[src/rtl/bbhc_pkg.sv]
`timescale 1ns / 1ps
// ----------------------------------------------------------------------------
// bbhc_pkg
// shared codes, widths and register indexes of the boiler burner controller
// ----------------------------------------------------------------------------
package bbhc_pkg;

    localparam int TEMP_W  = 16;
    localparam int HYST_W  = 10;
    localparam int MODE_W  = 3;
    localparam int CMD_W   = 2;
    localparam int STAT_W  = 2;
    localparam int POL_W   = 2;
    localparam int IDX_W   = 3;
    localparam int S_DATA_W = 40;
    localparam int M_DATA_W = 24;

    // burner commands
    localparam logic [CMD_W-1:0] CMD_HOLD = 2'd0;
    localparam logic [CMD_W-1:0] CMD_ON   = 2'd1;
    localparam logic [CMD_W-1:0] CMD_OFF  = 2'd2;

    // status codes
    localparam logic [STAT_W-1:0] STAT_OK      = 2'd0;
    localparam logic [STAT_W-1:0] STAT_SENSOR  = 2'd1;
    localparam logic [STAT_W-1:0] STAT_HARD    = 2'd2;
    localparam logic [STAT_W-1:0] STAT_BADMODE = 2'd3;

    // run modes
    localparam logic [MODE_W-1:0] MODE_OFF       = 3'd0;
    localparam logic [MODE_W-1:0] MODE_COMFORT   = 3'd1;
    localparam logic [MODE_W-1:0] MODE_ECO       = 3'd2;
    localparam logic [MODE_W-1:0] MODE_DHW       = 3'd3;
    localparam logic [MODE_W-1:0] MODE_FROSTFREE = 3'd4;
    localparam logic [MODE_W-1:0] MODE_TEST      = 3'd5;
    localparam logic [MODE_W-1:0] MODE_AUTO      = 3'd6;
    localparam logic [MODE_W-1:0] MODE_UNKNOWN   = 3'd7;

    // idle policies
    localparam logic [POL_W-1:0] POL_NEVER     = 2'd0;
    localparam logic [POL_W-1:0] POL_FROSTFREE = 2'd1;
    localparam logic [POL_W-1:0] POL_SLEEP     = 2'd2;
    // out of range, behaves like sleep
    localparam logic [POL_W-1:0] POL_RESERVED  = 2'd3;

    // register indexes
    localparam logic [IDX_W-1:0] REG_HYST     = 3'd0;
    localparam logic [IDX_W-1:0] REG_MIN      = 3'd1;
    localparam logic [IDX_W-1:0] REG_MAX      = 3'd2;
    localparam logic [IDX_W-1:0] REG_HARD_MAX = 3'd3;
    localparam logic [IDX_W-1:0] REG_FREEZE   = 3'd4;
    localparam logic [IDX_W-1:0] REG_POLICY   = 3'd5;

    // result word layout
    localparam int M_CMD_LSB     = 0;
    localparam int M_STAT_LSB    = 2;
    localparam int M_TARGET_LSB  = 4;
    localparam int M_PRESENT_BIT = 20;
    localparam int M_AF_BIT      = 21;
    localparam int M_OFFLINE_BIT = 22;

    typedef logic signed [TEMP_W-1:0] temp_t;

endpackage

[src/rtl/boiler_burner_hysteresis_control.sv]
`timescale 1ns / 1ps
// ----------------------------------------------------------------------------
// boiler_burner_hysteresis_control
// hysteresis burner controller with antifreeze latch and idle handling
// ----------------------------------------------------------------------------
// data path: an accepted input word passes the input register, then the result register, to m_
// throughput: one word per cycle while m_tready does not hold the result back, set by the
//   single compare/add pass between the input register and the result register
// reset (aresetn low, synchronous): both stages empty, antifreeze latch and
//   held target cleared, configuration registers back to their defaults
// ----------------------------------------------------------------------------
module boiler_burner_hysteresis_control (
    input  logic                           aclk,
    input  logic                           aresetn,
    // configuration write port
    input  logic                           cfg_wr_en,
    input  logic [bbhc_pkg::IDX_W-1:0]     cfg_addr,
    input  logic [bbhc_pkg::TEMP_W-1:0]    cfg_wdata,
    // input samples
    input  logic                           s_tvalid,
    output logic                           s_tready,
    // meas_temp[15:0], sensor_ok[16], mode[19:17], request_temp[35:20],
    // request_valid[36], may_sleep[37], zero[39:38]
    input  logic [bbhc_pkg::S_DATA_W-1:0]  s_tdata,
    // results
    output logic                           m_tvalid,
    input  logic                           m_tready,
    // burner_cmd[1:0], status[3:2], target_out[19:4], target_present[20],
    // antifreeze_on[21], went_offline[22], zero[23]
    output logic [bbhc_pkg::M_DATA_W-1:0]  m_tdata
);
    import bbhc_pkg::*;

    // wide enough for every sum and difference of the trip point math
    localparam int W = TEMP_W + 4;

    // configuration registers
    logic [HYST_W-1:0] hyst_reg;
    temp_t             min_reg;
    temp_t             max_reg;
    temp_t             hard_reg;
    temp_t             freeze_reg;
    logic [POL_W-1:0]  policy_reg;

    // controller state
    logic              latch_reg;
    temp_t             hold_reg;
    logic              hold_valid_reg;

    // input register stage
    logic                in_valid_reg;
    logic [S_DATA_W-1:0] in_data_reg;

    // result register stage
    logic                out_valid_reg;
    logic [M_DATA_W-1:0] out_data_reg;

    logic advance;

    // unpacked input word
    temp_t             bt16;
    logic              sensor_ok;
    logic [MODE_W-1:0] mode;
    temp_t             req16;
    logic              req_valid;
    logic              may_sleep;

    // widened operands
    logic signed [W-1:0] bt, req, tmin, tmax, thard, tfrz, half, hyst;

    // tick logic
    logic                latch_next;
    logic                bad_mode;
    logic                off_mode;
    logic                present;
    logic signed [W-1:0] tgt;
    logic                offline;
    logic signed [W-1:0] trip, untrip, diff, floor_u;
    logic [CMD_W-1:0]    cmd;

    // next state and result
    logic                  latch_upd;
    temp_t                 hold_upd;
    logic                  hold_valid_upd;
    logic [CMD_W-1:0]      res_cmd;
    logic [STAT_W-1:0]     res_stat;
    logic                  res_offline;
    logic [M_DATA_W-1:0]   res_word;

    // result register moves on when empty or taken; input stage follows it
    assign advance  = !out_valid_reg || m_tready;
    assign s_tready = !in_valid_reg || advance;
    assign m_tvalid = out_valid_reg;
    assign m_tdata  = out_data_reg;

    // ---------------- configuration ----------------
    always_ff @(posedge aclk) begin
        if (!aresetn) begin
            hyst_reg   <= HYST_W'(60);
            min_reg    <= TEMP_W'(100);
            max_reg    <= TEMP_W'(900);
            hard_reg   <= TEMP_W'(1000);
            freeze_reg <= TEMP_W'(50);
            policy_reg <= POL_NEVER;
        end else if (cfg_wr_en) begin
            case (cfg_addr)
                REG_HYST:     hyst_reg   <= cfg_wdata[HYST_W-1:0];
                REG_MIN:      min_reg    <= cfg_wdata;
                REG_MAX:      max_reg    <= cfg_wdata;
                REG_HARD_MAX: hard_reg   <= cfg_wdata;
                REG_FREEZE:   freeze_reg <= cfg_wdata;
                REG_POLICY:   policy_reg <= cfg_wdata[POL_W-1:0];
                default: ;    // writes beyond the register list are dropped
            endcase
        end
    end

    // ---------------- input register ----------------
    always_ff @(posedge aclk) begin
        if (!aresetn) begin
            in_valid_reg <= 1'b0;
        end else if (s_tready) begin
            in_valid_reg <= s_tvalid;
        end
    end

    always_ff @(posedge aclk) begin
        if (s_tready && s_tvalid) begin
            in_data_reg <= s_tdata;
        end
    end

    // ---------------- field unpack ----------------
    assign bt16      = in_data_reg[15:0];
    assign sensor_ok = in_data_reg[16];
    assign mode      = in_data_reg[19:17];
    assign req16     = in_data_reg[35:20];
    assign req_valid = in_data_reg[36];
    assign may_sleep = in_data_reg[37];

    assign bt    = W'(bt16);
    assign req   = W'(req16);
    assign tmin  = W'(min_reg);
    assign tmax  = W'(max_reg);
    assign thard = W'(hard_reg);
    assign tfrz  = W'(freeze_reg);
    // half swing truncates
    assign half  = W'({1'b0, hyst_reg[HYST_W-1:1]});
    assign hyst  = W'({1'b0, hyst_reg});

    // ---------------- tick logic ----------------
    always_comb begin
        // antifreeze: trip at or below freeze point, release above min + half
        latch_next = latch_reg || (bt <= tfrz);
        if (latch_next && (bt > tmin + half)) begin
            latch_next = 1'b0;
        end

        bad_mode = (mode == MODE_AUTO) || (mode == MODE_UNKNOWN);

        // raw target from the run mode
        off_mode = (mode == MODE_OFF);
        tgt      = '0;
        present  = 1'b0;
        if (mode inside {MODE_COMFORT, MODE_ECO, MODE_DHW, MODE_FROSTFREE}) begin
            if (req_valid) begin
                tgt     = req;
                present = 1'b1;
            end
        end else if (mode == MODE_TEST) begin
            tgt     = tmax;
            present = 1'b1;
        end

        // antifreeze raises the target to at least min
        if (latch_next) begin
            if (!present || tgt < tmin) begin
                tgt = tmin;
            end
            present = 1'b1;
        end

        // clamp a present target, else apply the idle policy
        if (present) begin
            if (tgt < tmin) begin
                tgt = tmin;
            end else if (tgt > tmax) begin
                tgt = tmax;
            end
        end else if (policy_reg == POL_NEVER) begin
            tgt     = tmin;
            present = 1'b1;
        end else if (policy_reg == POL_FROSTFREE && mode != MODE_FROSTFREE) begin
            tgt     = tmin;
            present = 1'b1;
        end else if (!may_sleep) begin
            tgt     = tmin;
            present = 1'b1;
        end else begin
            off_mode = 1'b1;    // sleeping counts as mode off
        end

        offline = off_mode && !latch_next;

        // adaptive trip and untrip points
        trip = present ? tgt - half : '0;
        if (present && trip < tmin) begin
            trip = tmin;
        end
        diff    = trip - req;
        floor_u = trip + half;
        if (!req_valid) begin
            untrip = floor_u;
        end else if (diff > 0) begin
            untrip = trip + hyst - diff;
        end else begin
            untrip = trip + hyst;
        end
        if (untrip < floor_u) begin
            untrip = floor_u;
        end
        if (untrip > tmax) begin
            untrip = tmax;
        end

        if (bt < trip) begin
            cmd = CMD_ON;
        end else if (bt > untrip) begin
            cmd = CMD_OFF;
        end else begin
            cmd = CMD_HOLD;
        end
    end

    // ---------------- outcome of the tick ----------------
    always_comb begin
        latch_upd      = latch_reg;
        hold_upd       = hold_reg;
        hold_valid_upd = hold_valid_reg;
        res_cmd        = CMD_HOLD;
        res_stat       = STAT_OK;
        res_offline    = 1'b0;
        if (!sensor_ok) begin
            // sensor fault leaves all state alone
            res_cmd  = CMD_OFF;
            res_stat = STAT_SENSOR;
        end else if (bad_mode) begin
            latch_upd = latch_next;
            res_stat  = STAT_BADMODE;
        end else if (offline) begin
            latch_upd      = 1'b0;
            hold_upd       = '0;
            hold_valid_upd = 1'b0;
            res_cmd        = CMD_OFF;
            res_offline    = 1'b1;
        end else begin
            latch_upd      = latch_next;
            hold_upd       = tgt[TEMP_W-1:0];
            hold_valid_upd = present;
            if (bt > thard) begin
                res_cmd  = CMD_OFF;
                res_stat = STAT_HARD;
            end else begin
                res_cmd = cmd;
            end
        end
        res_word = {1'b0, res_offline, latch_upd, hold_valid_upd, hold_upd,
                    res_stat, res_cmd};
    end

    // ---------------- state and result register ----------------
    always_ff @(posedge aclk) begin
        if (!aresetn) begin
            latch_reg      <= 1'b0;
            hold_reg       <= '0;
            hold_valid_reg <= 1'b0;
            out_valid_reg  <= 1'b0;
        end else if (advance) begin
            out_valid_reg <= in_valid_reg;
            if (in_valid_reg) begin
                latch_reg      <= latch_upd;
                hold_reg       <= hold_upd;
                hold_valid_reg <= hold_valid_upd;
            end
        end
    end

    always_ff @(posedge aclk) begin
        if (advance && in_valid_reg) begin
            out_data_reg <= res_word;
        end
    end

endmodule

[config.mk]
export PLATFORM = sky130hd
export DESIGN_NAME = boiler_burner_hysteresis_control
export DESIGN_NICKNAME = d
export VERILOG_FILES = /design/src/rtl/bbhc_pkg.sv /design/src/rtl/boiler_burner_hysteresis_control.sv
export SDC_FILE = /design/constraint.sdc
export NUM_CORES = 1
export LEC_CHECK = 0
export ABC_CLOCK_PERIOD_IN_PS = 33000
export BUFFER_PORTS_ARGS = -buffer_cell sky130_fd_sc_hd__buf_2
export CAP_MARGIN = 20
export CORE_MARGIN = 2
export CORE_UTILIZATION = 50
export DETAILED_ROUTE_END_ITERATION = 12
export PLACE_DENSITY = 0.76
export SLEW_MARGIN = 25
export SYNTH_ARGS = -nofsm -noshare
export SYNTH_HDL_FRONTEND = slang
export SYNTH_SLANG_ARGS = --single-unit
[constraint.sdc]
create_clock -name aclk -period 33 [get_ports aclk]
set_input_delay 3.3 -clock aclk [delete_from_list [all_inputs] [get_ports aclk]]
set_output_delay 3.3 -clock aclk [all_outputs]
set_load 0.05 [all_outputs]
==> reports/metrics.cfg <==
[run_status]
outcome = finished clean

[cells_and_area]
final_cell_mix = ha_1, nand2_1, inv_1
fillers = 3061
syn_to_final_growth_pct = 8.49
diodes = 0
largest_reg_flops = 38
drive_gt1_frac = 0.106
final_area_sq_mm = 0.0181
layout_commonest_cell = ha_1
finish.net_count = 2400

[cts]
post_cts_resized = 0
post-cts-setup-buffers = 0
root_buffer = clkbuf_16
cts_tree = done
h-tree-depth = 4
clk_path_buf_depth = 2
insertion_delay_ps = 450
cts_buffers = 17
cts_hold_buffers = 0
clk_pin_slew_worst_paths_ps = 70
cts_sinks = 157

[critical_path]
crit_fanout = 27
cp_num_buf_inv = 7
path_delay_family = compound AO/OA/AOI/OAI gates
timing.critical_path.from_type = flop
cp_slowest_cell = a211oi_1
cp.arrival_ps = 28140
crit_path_frequent_cell = o21ai_0
cp.required_ps = 33200
critPathKind = reg -> reg
max_stage_delay_ps = 810
worst_setup_path_end_kind = flop

[timing]
tightest_slew_ps = 1010
setup_ws_ps = 5060
fin_worst_skew_ps = 12.1
setup_tns_ps = 0
clock.fmax_mhz = 35.8
whs_ps = 469
relSlewSlack = 0.328
setup_violations = 0
min_period_over_period = 0.847
hold_viol = 0
period_minus_slack_ps = 27940
rsz0062_at_grt = false
report.final.slew_viol_count = 0

[floorplan]
core_sq_mm = 0.0327
fp.dieW_um = 186
rows = 66
io_pins = 90
start_util = 0.509
dieArea_sq_mm = 0.0348
die_height_um = 186

[grt]
grt_max_degree = 97
grt_pass1_wl_um = 83600
first_global_vias = 14500
gr-usage-all-layers = 0.310
grt-ovfl-total = 0
antenna_found_initial = 0

[drt]
wirelength_um = 55000
vias_per_cell = 6.22
drt_drc_violations_left = 0
firstDrtPassIters = 6
drtIter0Drc = 1611
post_drt_wl_per_cell_um = 21.8
drtAntennaViolNets = 0
vias = 15700

[logic_synthesis]
ys_seq_area_frac = 0.225
synthFlopType = dfxtp_1
synthAdderAreaFrac = 0.207
synthSimpleGateAreaFrac = 0.191
synth_edf_count = 61
synth_top_family_by_area = compound AO/OA/AOI/OAI gates
synthCells = 2011
muxShareOfSynthArea = 0.0494
syn_nets = 2347
synth-async-reset-ratio = 0
synth_cell_types = 96
yosysWarnings = 0
synth_seq_cells = 157
synth_compound_area_frac = 0.233
syn_area_sq_mm = 0.0167
synth_xor_area_frac = 0.0379
avgSynthCellArea_sq_um = 8.28

[placement]
place_congestion = 1.02
pre_cts_ws_ps = 6020
dp_hpwl_um = 43900
placed_cell_area_sq_mm = 0.0175
io_buffer_count = 86

[worst_hold_path]
worst_hold_path_type = reg -> reg

[flow_run]
drv_cap = 0

-- area by class of cell --
cell class | count | area (sq um) | share of cell area
multi-input cells | 1611 | 12000 | 0.663
flip-flops and latches | 157 | 3750 | 0.208
inverters | 176 | 661 | 0.0366
well taps | 442 | 553 | 0.0306
repair buffers | 101 | 543 | 0.0301
clock buffers | 21 | 462 | 0.0256
clock inverters | 11 | 109 | 0.00603
-- cells in the mapped netlist (all sizes together) (8+ instances only) --
cell    instances  area, sq um
a31oi          28          181
o21ai          99          499
nor2          117          462
a21boi         62          465
ha            266         3330
o21a           17          128
nor3           44          236
nand2         205          772
nand3          39          195
and3           13         81.3
xnor2          49          429
o311a          19          190
and2           15         93.8
or3             9         56.3
buf            16         87.6
or2            26          163
nand2b         40          250
inv           173          649
a22o           29          254
a21oi         117          589
clkbuf         51          191
nor2b          38          238
o211ai         30          235
and4            8         75.1
o21bai         10         75.1
mux2           32          368
nand4          35          219
a211oi         30          245
dfxtp          96         1920
mux2i          45          454
edfxtp         61         1830
a21o           48          360
xor2           23          201
nor4            9         86.3
-- worst paths after layout --
check | from | to | slack, ps | cells past startpoint
setup / recovery | min_reg[0]$_SDFFE_PN0P_ | m_tdata[1]$_SDFFCE_PN1P_ | 5060 | 110
hold / removal | freeze_reg[2]$_SDFFE_PN0P_ | freeze_reg[2]$_SDFFE_PN0P_ | 470 | 2
setup reg to reg | min_reg[0]$_SDFFE_PN0P_ | m_tdata[1]$_SDFFCE_PN1P_ | 5060 | 110
hold reg to reg | freeze_reg[2]$_SDFFE_PN0P_ | freeze_reg[2]$_SDFFE_PN0P_ | 470 | 2
-- metal layers --
layer	up-vias	wire, um	global-route usage
met5	-	0	0
met4	0	2280	0.122
met3	104	4260	0.0470
met2	614	24200	0.487
met1	7446	24200	0.429
li1	7497	-	-
-- worst reg2reg max path: cells and delay by family, from the launching register on --
| family | cells | cell delay [ps] |
|---|---|---|
| AO/OA/AOI/OAI | 49 | 12510 |
| AND/OR/NAND/NOR | 37 | 7600 |
| adder cells (fa/ha/maj) | 10 | 3360 |
| buffers and inverters | 7 | 1700 |
| multiplexers | 4 | 1370 |
| flip-flops | 1 | 600 |
| XOR/XNOR | 3 | 590 |
-- logic make-up after synthesis --
family,count (synthesis)
simple gates,627
compound gates,562
fa+ha+maj,272
buf+inv,243
flops,157
mux,77
xor+xnor,72
other cells,1
-- per-stage QoR --
stage,utilization,std cells
2_1_floorplan,-,2011
3_3_place_gp,0.535,2487
3_5_place_dp,0.535,2487
4_1_cts,0.552,2519
5_1_grt,0.552,2519
6_report,0.552,2519
Power is left out: the tool's default activity adds up to more than one toggle a clock period on the data nets, which glitch-free logic cannot reach.
